==> config.mk <==
export PLATFORM = sky130hd
export DESIGN_NAME = difference_constraint_solver_core
export DESIGN_NICKNAME = d
export VERILOG_FILES = /design/src/rtl/dcs_pkg.sv /design/src/rtl/dcs_ram.sv /design/src/rtl/difference_constraint_solver_core.sv
export SDC_FILE = /design/constraint.sdc
export NUM_CORES = 2
export LEC_CHECK = 0
export BUFFER_PORTS_ARGS = -buffer_cell sky130_fd_sc_hd__buf_2
export CAP_MARGIN = 20
export CORE_MARGIN = 5
export CORE_UTILIZATION = 48
export DETAILED_ROUTE_END_ITERATION = 7
export MAX_ROUTING_LAYER = met4
export PLACE_DENSITY = 0.68
export SLEW_MARGIN = 10
export SYNTH_ARGS = -nofsm -noshare
export SYNTH_HDL_FRONTEND = slang
export SYNTH_SLANG_ARGS = --single-unit
==> constraint.sdc <==
create_clock -name i_clk -period 13.7 [get_ports i_clk]
set_clock_uncertainty 0.05 [all_clocks]
set_input_delay 0.685 -clock i_clk [delete_from_list [all_inputs] [get_ports i_clk]]
set_output_delay 0.685 -clock i_clk [all_outputs]
set_load 0.02 [all_outputs]
==> src/rtl/dcs_pkg.sv <==
// dcs_pkg: shared types and fixed field widths of the difference constraint solver
// used by difference_constraint_solver_core; no dependencies
package dcs_pkg;

    // fixed field widths of the stream payloads
    localparam int VALUE_WIDTH       = 16;
    localparam int BOUND_WIDTH       = 17;
    localparam int SUM_WIDTH         = 18;
    localparam int SLOT_WIDTH        = 6;
    localparam int VAR_FIELD_WIDTH   = 5;
    localparam int INDEX_FIELD_WIDTH = 6;
    localparam int RESULT_LIMIT      = 32;
    localparam int RESULT_CNT_WIDTH  = 6;

    // configuration port
    localparam int CFG_INDEX_WIDTH = 2;
    localparam int CFG_DATA_WIDTH  = 7;

    localparam logic [CFG_INDEX_WIDTH-1:0] REG_VARIABLE_COUNT   = 2'd0;
    localparam logic [CFG_INDEX_WIDTH-1:0] REG_CONSTRAINT_COUNT = 2'd1;
    localparam logic [CFG_INDEX_WIDTH-1:0] REG_DOMAIN_SIZE      = 2'd2;

    // request kinds carried in tuser
    typedef enum logic [1:0] {
        CMD_LOAD_CONS = 2'd0,
        CMD_LOAD_DOM  = 2'd1,
        CMD_SOLVE     = 2'd2
    } t_cmd;

    // solver sequencer
    typedef enum logic [9:0] {
        S_IDLE   = 10'b00_0000_0001,
        S_CREAD  = 10'b00_0000_0010,
        S_AREAD  = 10'b00_0000_0100,
        S_DREAD  = 10'b00_0000_1000,
        S_CMP    = 10'b00_0001_0000,
        S_DISSUE = 10'b00_0010_0000,
        S_DCHK   = 10'b00_0100_0000,
        S_OREAD  = 10'b00_1000_0000,
        S_OLOAD  = 10'b01_0000_0000,
        S_OSEND  = 10'b10_0000_0000
    } t_state;

endpackage

==> src/rtl/dcs_ram.sv <==
// dcs_ram: generic synchronous ram, one write port, two registered read ports
// no dependencies
module dcs_ram #(
    parameter int WIDTH = 16,
    parameter int DEPTH = 64
) (
    input  logic                                  i_clk,
    input  logic                                  i_we,
    input  logic [(DEPTH > 1 ? $clog2(DEPTH) : 1)-1:0] i_waddr,
    input  logic [WIDTH-1:0]                      i_wdata,
    input  logic [(DEPTH > 1 ? $clog2(DEPTH) : 1)-1:0] i_raddr_a,
    output logic [WIDTH-1:0]                      o_rdata_a,
    input  logic [(DEPTH > 1 ? $clog2(DEPTH) : 1)-1:0] i_raddr_b,
    output logic [WIDTH-1:0]                      o_rdata_b
);

    logic [WIDTH-1:0] r_mem [DEPTH];

    // write port
    always_ff @(posedge i_clk) begin
        if (i_we) begin
            r_mem[i_waddr] <= i_wdata;
        end
    end

    // registered reads
    always_ff @(posedge i_clk) begin
        o_rdata_a <= r_mem[i_raddr_a];
        o_rdata_b <= r_mem[i_raddr_b];
    end

endmodule

==> src/rtl/difference_constraint_solver_core.sv <==
// difference_constraint_solver_core: relaxation solver for x_a - x_b <= c over a domain
// depends on dcs_pkg and dcs_ram
//
//  channel   | direction | handshake                 | payload
//  ----------+-----------+---------------------------+----------------------------------
//  s_axis    | in        | s_axis_tvalid/tready      | tuser command, tdata load fields
//  m_axis    | out       | m_axis_tvalid/tready      | tuser satisfiable, tdata, tlast
//  cfg       | in        | i_cfg_we                  | i_cfg_index, i_cfg_data
//
// loads are written straight into the stores and may follow back to back.
// solve: per constraint per pass, constraint, assignment and domain reads, then a
// compare, plus a domain issue and check per step while a violated variable walks
// down; passes repeat until one makes no change, the last pass also decides
// satisfiability. then read, load and send per result, plus output stalls. steps
// follow the single read-modify-write path through constraint, assignment, domain rams.
// reset is synchronous; the stores hold garbage until loaded, no clearing pass.
// no request is taken while a solve or its results are in progress.
module difference_constraint_solver_core
    import dcs_pkg::*;
#(
    parameter int MAX_VARIABLES   = 32,
    parameter int MAX_CONSTRAINTS = 64,
    parameter int MAX_DOMAIN      = 64
) (
    input  logic                       i_clk,
    input  logic                       i_rst_n,
    // command request
    input  logic                       s_axis_tvalid,
    output logic                       s_axis_tready,
    // [5:0] slot, [10:6] left_var, [15:11] right_var, [32:16] bound,
    // [48:33] domain_value, [55:49] zero
    input  logic [55:0]                s_axis_tdata,
    // [1:0] command
    input  logic [1:0]                 s_axis_tuser,
    // result request
    output logic                       m_axis_tvalid,
    input  logic                       m_axis_tready,
    // [4:0] variable, [10:5] chosen_index, [15:11] zero
    output logic [15:0]                m_axis_tdata,
    // [0] satisfiable
    output logic                       m_axis_tuser,
    output logic                       m_axis_tlast,
    // configuration writes
    input  logic                       i_cfg_we,
    input  logic [CFG_INDEX_WIDTH-1:0] i_cfg_index,
    input  logic [CFG_DATA_WIDTH-1:0]  i_cfg_data
);

    localparam int VW     = (MAX_VARIABLES > 1) ? $clog2(MAX_VARIABLES) : 1;
    localparam int CW     = (MAX_CONSTRAINTS > 1) ? $clog2(MAX_CONSTRAINTS) : 1;
    localparam int CNW    = $clog2(MAX_CONSTRAINTS + 1);
    localparam int DW     = $clog2(MAX_DOMAIN);
    localparam int CONS_W = 2 * VW + BOUND_WIDTH;

    // request fields
    logic                          in_acc;
    t_cmd                          cmd;
    logic [SLOT_WIDTH-1:0]         in_slot;
    logic [VAR_FIELD_WIDTH-1:0]    in_left;
    logic [VAR_FIELD_WIDTH-1:0]    in_right;
    logic [BOUND_WIDTH-1:0]        in_bound;
    logic [VALUE_WIDTH-1:0]        in_value;

    // state
    t_state                        r_state, n_state;
    logic [RESULT_CNT_WIDTH-1:0]   r_var_cnt;
    logic [CFG_DATA_WIDTH-1:0]     r_cons_cnt;
    logic [CFG_DATA_WIDTH-1:0]     r_dom_size;
    logic [MAX_VARIABLES-1:0]      r_asg_vld, n_asg_vld;
    logic                          r_changed, n_changed;
    logic                          r_viol, n_viol;
    logic [CNW-1:0]                r_ci, n_ci;
    logic [CNW-1:0]                r_ncons, n_ncons;
    logic [DW-1:0]                 r_dom_top, n_dom_top;
    logic [RESULT_CNT_WIDTH-1:0]   r_nvar, n_nvar;
    logic [VW-1:0]                 r_a, n_a;
    logic [BOUND_WIDTH-1:0]        r_c, n_c;
    logic                          r_vld_a, n_vld_a;
    logic                          r_vld_b, n_vld_b;
    logic [DW-1:0]                 r_cur, n_cur;
    logic [DW-1:0]                 r_k, n_k;
    logic signed [SUM_WIDTH-1:0]   r_limit, n_limit;
    logic [RESULT_CNT_WIDTH-1:0]   r_oi, n_oi;
    logic                          r_out_sat, n_out_sat;
    logic [VAR_FIELD_WIDTH-1:0]    r_out_var, n_out_var;
    logic [INDEX_FIELD_WIDTH-1:0]  r_out_idx, n_out_idx;
    logic                          r_out_last, n_out_last;

    // solve-start limits
    logic [CNW-1:0]                ncons_c;
    logic [DW-1:0]                 dom_top_c;
    logic                          dom_empty_c;
    logic [RESULT_CNT_WIDTH-1:0]   nvar_c;

    // memory ports
    logic                          cons_we;
    logic [CW-1:0]                 cons_waddr;
    logic [CONS_W-1:0]             cons_wdata;
    logic [CONS_W-1:0]             cons_rd;
    logic                          dom_we;
    logic [DW-1:0]                 dom_waddr;
    logic [DW-1:0]                 dom_raddr_a;
    logic [VALUE_WIDTH-1:0]        dom_rd_a;
    logic [VALUE_WIDTH-1:0]        dom_rd_b;
    logic                          asg_we;
    logic [VW-1:0]                 asg_raddr_a;
    logic [DW-1:0]                 asg_rd_a;
    logic [DW-1:0]                 asg_rd_b;

    // datapath
    logic [VW-1:0]                 var_mod [RESULT_LIMIT];
    logic [VW-1:0]                 cons_a;
    logic [VW-1:0]                 cons_b;
    logic [BOUND_WIDTH-1:0]        cons_c;
    logic [DW-1:0]                 idx_a;
    logic [DW-1:0]                 idx_b;
    logic signed [SUM_WIDTH-1:0]   va_ext;
    logic signed [SUM_WIDTH-1:0]   vb_ext;
    logic signed [SUM_WIDTH-1:0]   c_ext;
    logic signed [SUM_WIDTH-1:0]   limit;
    logic [CNW-1:0]                ci_next;
    logic                          adv;
    logic                          adv_chg;
    logic                          adv_viol;

    // request unpacking
    assign in_acc   = s_axis_tvalid & s_axis_tready;
    assign cmd      = t_cmd'(s_axis_tuser);
    assign in_slot  = s_axis_tdata[5:0];
    assign in_left  = s_axis_tdata[10:6];
    assign in_right = s_axis_tdata[15:11];
    assign in_bound = s_axis_tdata[32:16];
    assign in_value = s_axis_tdata[48:33];

    // variable numbers wrap at the store depth
    for (genvar g = 0; g < RESULT_LIMIT; g++) begin : g_var_mod
        localparam int VMOD = g % MAX_VARIABLES;
        assign var_mod[g] = VW'(VMOD);
    end

    // saturate the registers at solve start; a zero variable count becomes one
    always_comb begin
        int nc;
        int nd;
        int nv;
        nc = int'(r_cons_cnt);
        nd = int'(r_dom_size);
        nv = int'(r_var_cnt);
        if (nc > MAX_CONSTRAINTS) nc = MAX_CONSTRAINTS;
        if (nd > MAX_DOMAIN) nd = MAX_DOMAIN;
        if (nv > MAX_VARIABLES) nv = MAX_VARIABLES;
        if (nv > RESULT_LIMIT) nv = RESULT_LIMIT;
        if (nv == 0) nv = 1;
        ncons_c     = CNW'(nc);
        dom_empty_c = (nd == 0);
        dom_top_c   = DW'(nd - 1);
        nvar_c      = RESULT_CNT_WIDTH'(nv);
    end

    // loads go straight into the stores
    assign cons_we    = in_acc && (cmd == CMD_LOAD_CONS) && (int'(in_slot) < MAX_CONSTRAINTS);
    assign cons_waddr = CW'(in_slot);
    assign cons_wdata = {in_bound, var_mod[in_right], var_mod[in_left]};
    assign dom_we     = in_acc && (cmd == CMD_LOAD_DOM) && (int'(in_slot) < MAX_DOMAIN);
    assign dom_waddr  = DW'(in_slot);

    dcs_ram #(.WIDTH(CONS_W), .DEPTH(MAX_CONSTRAINTS)) u_cons_ram (
        .i_clk     (i_clk),
        .i_we      (cons_we),
        .i_waddr   (cons_waddr),
        .i_wdata   (cons_wdata),
        .i_raddr_a (r_ci[CW-1:0]),
        .o_rdata_a (cons_rd),
        .i_raddr_b (r_ci[CW-1:0]),
        .o_rdata_b ()
    );

    dcs_ram #(.WIDTH(VALUE_WIDTH), .DEPTH(MAX_DOMAIN)) u_dom_ram (
        .i_clk     (i_clk),
        .i_we      (dom_we),
        .i_waddr   (dom_waddr),
        .i_wdata   (in_value),
        .i_raddr_a (dom_raddr_a),
        .o_rdata_a (dom_rd_a),
        .i_raddr_b (idx_b),
        .o_rdata_b (dom_rd_b)
    );

    dcs_ram #(.WIDTH(DW), .DEPTH(MAX_VARIABLES)) u_asg_ram (
        .i_clk     (i_clk),
        .i_we      (asg_we),
        .i_waddr   (r_a),
        .i_wdata   (r_k),
        .i_raddr_a (asg_raddr_a),
        .o_rdata_a (asg_rd_a),
        .i_raddr_b (cons_b),
        .o_rdata_b (asg_rd_b)
    );

    // constraint fields and current indexes; unwritten assignments read as the top
    assign cons_a = cons_rd[VW-1:0];
    assign cons_b = cons_rd[2*VW-1:VW];
    assign cons_c = cons_rd[CONS_W-1:2*VW];
    assign idx_a  = r_vld_a ? asg_rd_a : r_dom_top;
    assign idx_b  = r_vld_b ? asg_rd_b : r_dom_top;

    // read address selection
    assign asg_raddr_a = (r_state == S_OREAD) ? VW'(r_oi) : cons_a;
    assign dom_raddr_a = (r_state == S_DREAD) ? idx_a : r_k;

    // exact signed compare of x_a against x_b + c
    assign va_ext  = signed'({{(SUM_WIDTH - VALUE_WIDTH){dom_rd_a[VALUE_WIDTH-1]}}, dom_rd_a});
    assign vb_ext  = signed'({{(SUM_WIDTH - VALUE_WIDTH){dom_rd_b[VALUE_WIDTH-1]}}, dom_rd_b});
    assign c_ext   = signed'({{(SUM_WIDTH - BOUND_WIDTH){r_c[BOUND_WIDTH-1]}}, r_c});
    assign limit   = vb_ext + c_ext;
    assign ci_next = r_ci + CNW'(1);

    // sequencer
    always_comb begin
        n_state    = r_state;
        n_asg_vld  = r_asg_vld;
        n_changed  = r_changed;
        n_viol     = r_viol;
        n_ci       = r_ci;
        n_ncons    = r_ncons;
        n_dom_top  = r_dom_top;
        n_nvar     = r_nvar;
        n_a        = r_a;
        n_c        = r_c;
        n_vld_a    = r_vld_a;
        n_vld_b    = r_vld_b;
        n_cur      = r_cur;
        n_k        = r_k;
        n_limit    = r_limit;
        n_oi       = r_oi;
        n_out_sat  = r_out_sat;
        n_out_var  = r_out_var;
        n_out_idx  = r_out_idx;
        n_out_last = r_out_last;
        asg_we     = 1'b0;
        adv        = 1'b0;
        adv_chg    = 1'b0;
        adv_viol   = 1'b0;

        case (r_state)
            S_IDLE: begin
                if (in_acc && (cmd == CMD_SOLVE)) begin
                    n_ncons   = ncons_c;
                    n_dom_top = dom_top_c;
                    n_nvar    = nvar_c;
                    n_asg_vld = '0;
                    n_changed = 1'b0;
                    n_viol    = 1'b0;
                    n_ci      = '0;
                    n_oi      = '0;
                    if (dom_empty_c) begin
                        n_out_sat  = 1'b0;
                        n_out_var  = '0;
                        n_out_idx  = '0;
                        n_out_last = 1'b1;
                        n_state    = S_OSEND;
                    end else if (ncons_c == '0) begin
                        n_state = S_OREAD;
                    end else begin
                        n_state = S_CREAD;
                    end
                end
            end
            S_CREAD: begin
                n_state = S_AREAD;
            end
            // constraint word is out, fetch both assignments
            S_AREAD: begin
                n_a     = cons_a;
                n_c     = cons_c;
                n_vld_a = r_asg_vld[cons_a];
                n_vld_b = r_asg_vld[cons_b];
                n_state = S_DREAD;
            end
            // assignments are out, fetch both domain values
            S_DREAD: begin
                n_cur   = idx_a;
                n_state = S_CMP;
            end
            S_CMP: begin
                n_limit = limit;
                if (va_ext > limit) begin
                    adv_viol = 1'b1;
                    if (r_cur != '0) begin
                        n_k     = r_cur - DW'(1);
                        n_state = S_DISSUE;
                    end else begin
                        adv = 1'b1;
                    end
                end else begin
                    adv = 1'b1;
                end
            end
            S_DISSUE: begin
                n_state = S_DCHK;
            end
            // walk down until the value fits or index 0, then write back
            S_DCHK: begin
                if ((r_k != '0) && (va_ext > r_limit)) begin
                    n_k     = r_k - DW'(1);
                    n_state = S_DISSUE;
                end else begin
                    asg_we         = 1'b1;
                    n_asg_vld[r_a] = 1'b1;
                    adv            = 1'b1;
                    adv_chg        = 1'b1;
                end
            end
            S_OREAD: begin
                n_vld_a = r_asg_vld[VW'(r_oi)];
                n_state = S_OLOAD;
            end
            S_OLOAD: begin
                n_out_sat  = 1'b1;
                n_out_var  = r_oi[VAR_FIELD_WIDTH-1:0];
                n_out_idx  = INDEX_FIELD_WIDTH'(idx_a);
                n_out_last = ((r_oi + RESULT_CNT_WIDTH'(1)) == r_nvar);
                n_state    = S_OSEND;
            end
            S_OSEND: begin
                if (m_axis_tready) begin
                    if (r_out_last) begin
                        n_state = S_IDLE;
                    end else begin
                        n_oi    = r_oi + RESULT_CNT_WIDTH'(1);
                        n_state = S_OREAD;
                    end
                end
            end
            default: begin
                n_state = S_IDLE;
            end
        endcase

        // next constraint, next pass or verdict
        if (adv) begin
            if (ci_next == r_ncons) begin
                n_ci = '0;
                if (r_changed || adv_chg) begin
                    n_changed = 1'b0;
                    n_viol    = 1'b0;
                    n_state   = S_CREAD;
                end else if (r_viol || adv_viol) begin
                    n_out_sat  = 1'b0;
                    n_out_var  = '0;
                    n_out_idx  = '0;
                    n_out_last = 1'b1;
                    n_state    = S_OSEND;
                end else begin
                    n_oi    = '0;
                    n_state = S_OREAD;
                end
            end else begin
                n_ci      = ci_next;
                n_changed = r_changed | adv_chg;
                n_viol    = r_viol | adv_viol;
                n_state   = S_CREAD;
            end
        end
    end

    // control registers
    always_ff @(posedge i_clk) begin
        if (!i_rst_n) begin
            r_state    <= S_IDLE;
            r_var_cnt  <= RESULT_CNT_WIDTH'(1);
            r_cons_cnt <= '0;
            r_dom_size <= CFG_DATA_WIDTH'(1);
            r_asg_vld  <= '0;
            r_changed  <= 1'b0;
            r_viol     <= 1'b0;
        end else begin
            r_state   <= n_state;
            r_asg_vld <= n_asg_vld;
            r_changed <= n_changed;
            r_viol    <= n_viol;
            if (i_cfg_we) begin
                case (i_cfg_index)
                    REG_VARIABLE_COUNT:   r_var_cnt  <= i_cfg_data[RESULT_CNT_WIDTH-1:0];
                    REG_CONSTRAINT_COUNT: r_cons_cnt <= i_cfg_data;
                    REG_DOMAIN_SIZE:      r_dom_size <= i_cfg_data;
                    default: begin
                    end
                endcase
            end
        end
    end

    // payload registers
    always_ff @(posedge i_clk) begin
        r_ci       <= n_ci;
        r_ncons    <= n_ncons;
        r_dom_top  <= n_dom_top;
        r_nvar     <= n_nvar;
        r_a        <= n_a;
        r_c        <= n_c;
        r_vld_a    <= n_vld_a;
        r_vld_b    <= n_vld_b;
        r_cur      <= n_cur;
        r_k        <= n_k;
        r_limit    <= n_limit;
        r_oi       <= n_oi;
        r_out_sat  <= n_out_sat;
        r_out_var  <= n_out_var;
        r_out_idx  <= n_out_idx;
        r_out_last <= n_out_last;
    end

    // ports
    assign s_axis_tready = (r_state == S_IDLE);
    assign m_axis_tvalid = (r_state == S_OSEND);
    assign m_axis_tdata  = {5'd0, r_out_idx, r_out_var};
    assign m_axis_tuser  = r_out_sat;
    assign m_axis_tlast  = r_out_last;

    // no request is taken while a result is pending
    a_busy_while_result: assert property (@(posedge i_clk) disable iff (!i_rst_n)
        m_axis_tvalid |-> !s_axis_tready)
        else $error("request taken while a result is pending");

    // a solve request makes the block busy
    a_solve_busy: assert property (@(posedge i_clk) disable iff (!i_rst_n)
        (in_acc && (cmd == CMD_SOLVE)) |=> !s_axis_tready)
        else $error("solve did not start");

    // the walk down always stays below the starting index
    a_walk_lowers: assert property (@(posedge i_clk) disable iff (!i_rst_n)
        (r_state == S_DCHK) |-> (r_k < r_cur))
        else $error("domain walk not below current index");

    // an unsatisfiable verdict is a single zeroed last result
    a_unsat_form: assert property (@(posedge i_clk) disable iff (!i_rst_n)
        (m_axis_tvalid && !m_axis_tuser) |-> (m_axis_tlast && (m_axis_tdata == 16'd0)))
        else $error("malformed unsatisfiable result");

    // the last result ends the solve
    a_last_ends: assert property (@(posedge i_clk) disable iff (!i_rst_n)
        (m_axis_tvalid && m_axis_tready && m_axis_tlast) |=> s_axis_tready)
        else $error("block not idle after last result");

endmodule

==> impl_summary.log <==
[metrics] Die ar.: just under 300,000 um^2
[metrics] post-route minimum period: ~6 ns
[metrics] count of unresolved DRC violations after routing: 0
[metrics] Syn Area/Cell: between 15 and 20 um^2
[metrics] Max Root-Sink Buffers: 4
[metrics] worst hold slack across all endpoints: ~0.058 ns
[metrics] clock tree from TritonCTS: done
[metrics] final layout net count: between 8,000 and 9,000
[metrics] cell accounting for the most synthesized area: edfxtp_1
[metrics] DRT antenna net count: 0
[metrics] Hold Path Class: in -> reg
[metrics] Leakage: just under 50 nW
[metrics] worst reg2reg startpoint: r_state[4]
[metrics] share of the cycle needed by the critical path after routing: 0.427
[metrics] Detail Route met2 WL: about 180 mm
[metrics] dominant cells by area after synthesis: edfxtp_1, mux4_2, mux2i_1
[metrics] number of flip-flops and latches in the synthesized netlist: roughly 3,200
[metrics] Worst Setup Start Kind: flip-flop
[metrics] vertical die dimension: 540 um
[metrics] endpoints failing setup: 0
[metrics] register clock-pin slew on the reported worst setup and hold paths: around 0.060 ns
[metrics] number of H-tree levels: 5
[metrics] sum of routed wire segments on met1: 144 mm
[metrics] length of the first detailed-routing pass in iterations: 8
[metrics] PortBufs: roughly 80
[metrics] slowest CP cell: buf_4
[metrics] Core Region: around 280,000 um^2
[metrics] Seq/Total Area, Yosys: 0.698
[metrics] number of cells on the worst reg-to-reg path: 10
[metrics] routability congestion estimate: about 0.91
[metrics] worst setup slack for register-to-register paths: approximately 7.9 ns
[metrics] sum of negative setup slack: 0 ns
[metrics] count of synthesis-stage warnings from yosys: 0
[metrics] outcome: finished, final reports clean
[metrics] initial detailed-routing violation count: around 10,000
[metrics] final std cells w/o fill: about 12,000
[metrics] Critical Path End Type: flip-flop
[metrics] average wire per cell in the routed design: around 31 um
[metrics] quantity of hold-fixing buffers added after cts: 7
[metrics] critical path class: reg -> reg
[metrics] achievable frequency: around 170 MHz
[metrics] Synth top cells by count: edfxtp_1, nand2_1, mux4_2
[metrics] Relative slew margins: 0.170
[metrics] Initial Utilization: 0.482
[metrics] FF-to-FF End: u_dom_ram.o_rdata_a[12]
[metrics] count of flip-flops with a built-in enable after synthesis: 3,024
[metrics] HPWL after detailed placement: ~220 mm
[metrics] leading register cell type out of synthesis: edfxtp_1
[metrics] Die Span X: 540 um
[metrics] Syn Inst Count: ~8,000
[metrics] count of endpoints failing hold in the final timing report: 0
[metrics] top routing layer in use: met4
[metrics] power density of the placed cells: 154 nW/um^2
[metrics] Crit Path Max Fanout: 49
[metrics] clock sink count: 3,178
[metrics] Post-synth ARST share: 0
[metrics] maximum vdd drop: 0.172 mV
[metrics] Total Routing Usage GR: 0.263
[metrics] buffer and inverter count on the worst path: 3
[metrics] amount of wire on met3 after detailed routing: around 39 mm
[metrics] summed instance area of the synthesized netlist: approximately 130,000 um^2
[metrics] RSZ-0062 raised after global routing: no
[metrics] total of cells resized after clock tree synthesis: 0
[metrics] cell row count: 194
[metrics] CP peak stage delay: just under 0.7 ns
[metrics] Crit path max-delay family: buffers and inverters
[metrics] layout cell share with drive strength beyond 1: 0.213
[metrics] Critical Path, Cell by Cell: nor4_4 > nand4_4 > inv_2 > a21o_4 > buf_4 > buf_4 > mux2i_1 > o2111ai_1 > o2111ai_1 > or3_1
[metrics] number of antenna violations at the first check in global routing: 31
[metrics] number of distinct library cell variants in the gate-level netlist after synthesis: 77
[metrics] Ports: between 90 and 100
[metrics] aggregate global routing overflow: 0
[metrics] Clk Latency, worst-skew pair: roughly 0.94 ns
[metrics] total count of max-transition violations in the final report: 0
[metrics] first-pass GRT wire length: approximately 540 mm
[metrics] cell with the most instances after synthesis: edfxtp_1
[metrics] detailed-route vias per instance: between 6 and 7
[metrics] required arrival time at the worst endpoint: roughly 14 ns
[metrics] Area growth, synth to finish: 12.7%
[metrics] Via Count: slightly below 80,000
[metrics] worst path arrival time: 6.58 ns
[metrics] Critical Path Source: r_state[4]
[metrics] Worst-Margin Slew: roughly 1.2 ns
[metrics] startpoint of the worst hold path: i_cfg_data[1]
[metrics] number of cells traversed by the worst hold path: 3
[metrics] count of maximum capacitance violations: 0
[metrics] # Post-CTS Setup Buffers: 0
[metrics] maximum number of pins on one net before global-route repair: between 100 and 150
[metrics] clock tree root driver cell: clkbuf_16
[metrics] Num CTS Buffers: approximately 330
[metrics] number of instances in the placed design: approximately 11,000
[metrics] number of global-route vias before repair: about 77,000
[metrics] routed wire length: between 300 and 400 mm
[metrics] top-area cell type share of the netlist area: 0.675
[metrics] WHS Endpoint: r_var_cnt[1]
[power breakdown]
group,switching [mW],internal [mW],leakage (nW)
clock,3.76,4.96,5.09
sequential,0.0932,10.7,28.4
combinational,2.42,1.44,15.9
[sequential cells by signal, summed over array words and instances (netlist names), 16 cells and up]
name	flops
u_asg_ram.r_mem	192
u_dom_ram.r_mem	1024
r_limit	18
r_c	17
u_cons_ram.r_mem	1728
u_cons_ram.o_rdata_a	27
u_dom_ram.o_rdata_a	16
u_dom_ram.o_rdata_b	16
r_asg_vld	32
[worst max-delay path by stage]
stage | cells after the start | slack, ns | end
2_1_floorplan | 20 | 8.88 | r_out_idx[0]
3_5_place_dp | 10 | 7.78 | u_dom_ram.o_rdata_a[12]
4_1_cts | 10 | 7.78 | u_dom_ram.o_rdata_a[12]
5_1_grt | 10 | 7.46 | u_dom_ram.o_rdata_a[12]
3_3_place_gp | 10 | 7.81 | u_dom_ram.o_rdata_a[12]
6_report | 10 | 7.85 | u_dom_ram.o_rdata_a[12]
[per-stage QoR]
stage          setup slack (ns)  cell area, um^2   util  total power, mW
3_5_place_dp               7.78           140000  0.503             14.8
6_report                   7.85           152000  0.543             23.4
2_1_floorplan              8.88           135000      -             13.4
3_3_place_gp               7.81           140000  0.501             14.8
5_1_grt                    7.46           152000  0.543             24.1
4_1_cts                    7.78           151000  0.540             23.4
[placed cells by master, fill, tap and decap left out, drive strengths merged, types with 16 or more instances in the layout]
| cell | n |
|---|---|
| bufinv | 19 |
| edfxtp | 3024 |
| a2111oi | 16 |
| and3 | 36 |
| a311oi | 74 |
| o22ai | 111 |
| a22oi | 48 |
| a211oi | 119 |
| xor2 | 18 |
| inv | 89 |
| nand3 | 203 |
| nor3 | 25 |
| o21ai | 158 |
| ha | 56 |
| diode | 26 |
| or2 | 18 |
| buf | 348 |
| nand2b | 26 |
| and2 | 83 |
| clkbuf | 436 |
| o2111ai | 49 |
| mux2 | 129 |
| xnor2 | 27 |
| a21oi | 336 |
| mux2i | 512 |
| o221ai | 108 |
| mux4 | 706 |
| a31oi | 58 |
| nand2 | 787 |
| nand4 | 36 |
| clkinv | 120 |
| nor2 | 302 |
| dfxtp | 154 |
[logic make-up (layout without fill, tap and decap cells)]
logic type      after synthesis  in the layout  synth area share
flops                      3178           3178             0.698
simple gates               1593           1593            0.0525
mux                        1347           1347             0.167
compound gates             1151           1151            0.0563
buf+inv                     602           1029            0.0182
fa+ha+maj                    57             57           0.00535
xor+xnor                     45             45           0.00293
other cells                   1             31         0.0000279
[metal layers]
layer  vias up  global-route usage
met2      4611               0.404
met1     40800               0.347
met3       837              0.0528
met5         -                   -
met4         0               0.112
li1      32600                   -
[worst reg2reg max path, delay by kind of cell (launching register included)]
kind                   cells  cell delay (ns)
and+or+nand+nor            3             1.23
muxes                      1             0.22
AOI/OAI and AO/OA          3             1.91
buffers and inverters      3             1.93
DFF                        1             0.40
[layout make-up]
| class | instances | area (um^2) |
|---|---|---|
| repair buffers | 357 | 3350 |
| multi-input cells | 4198 | 39000 |
| diodes | 26 | 65.1 |
| flip-flops and latches | 3178 | 93900 |
| clock buffers | 434 | 8890 |
| inverters | 76 | 285 |
| fillers | 21600 | 128000 |
| well taps | 3724 | 4660 |
| clock inverters | 162 | 1580 |
Power figures use the tool's default switching activity.
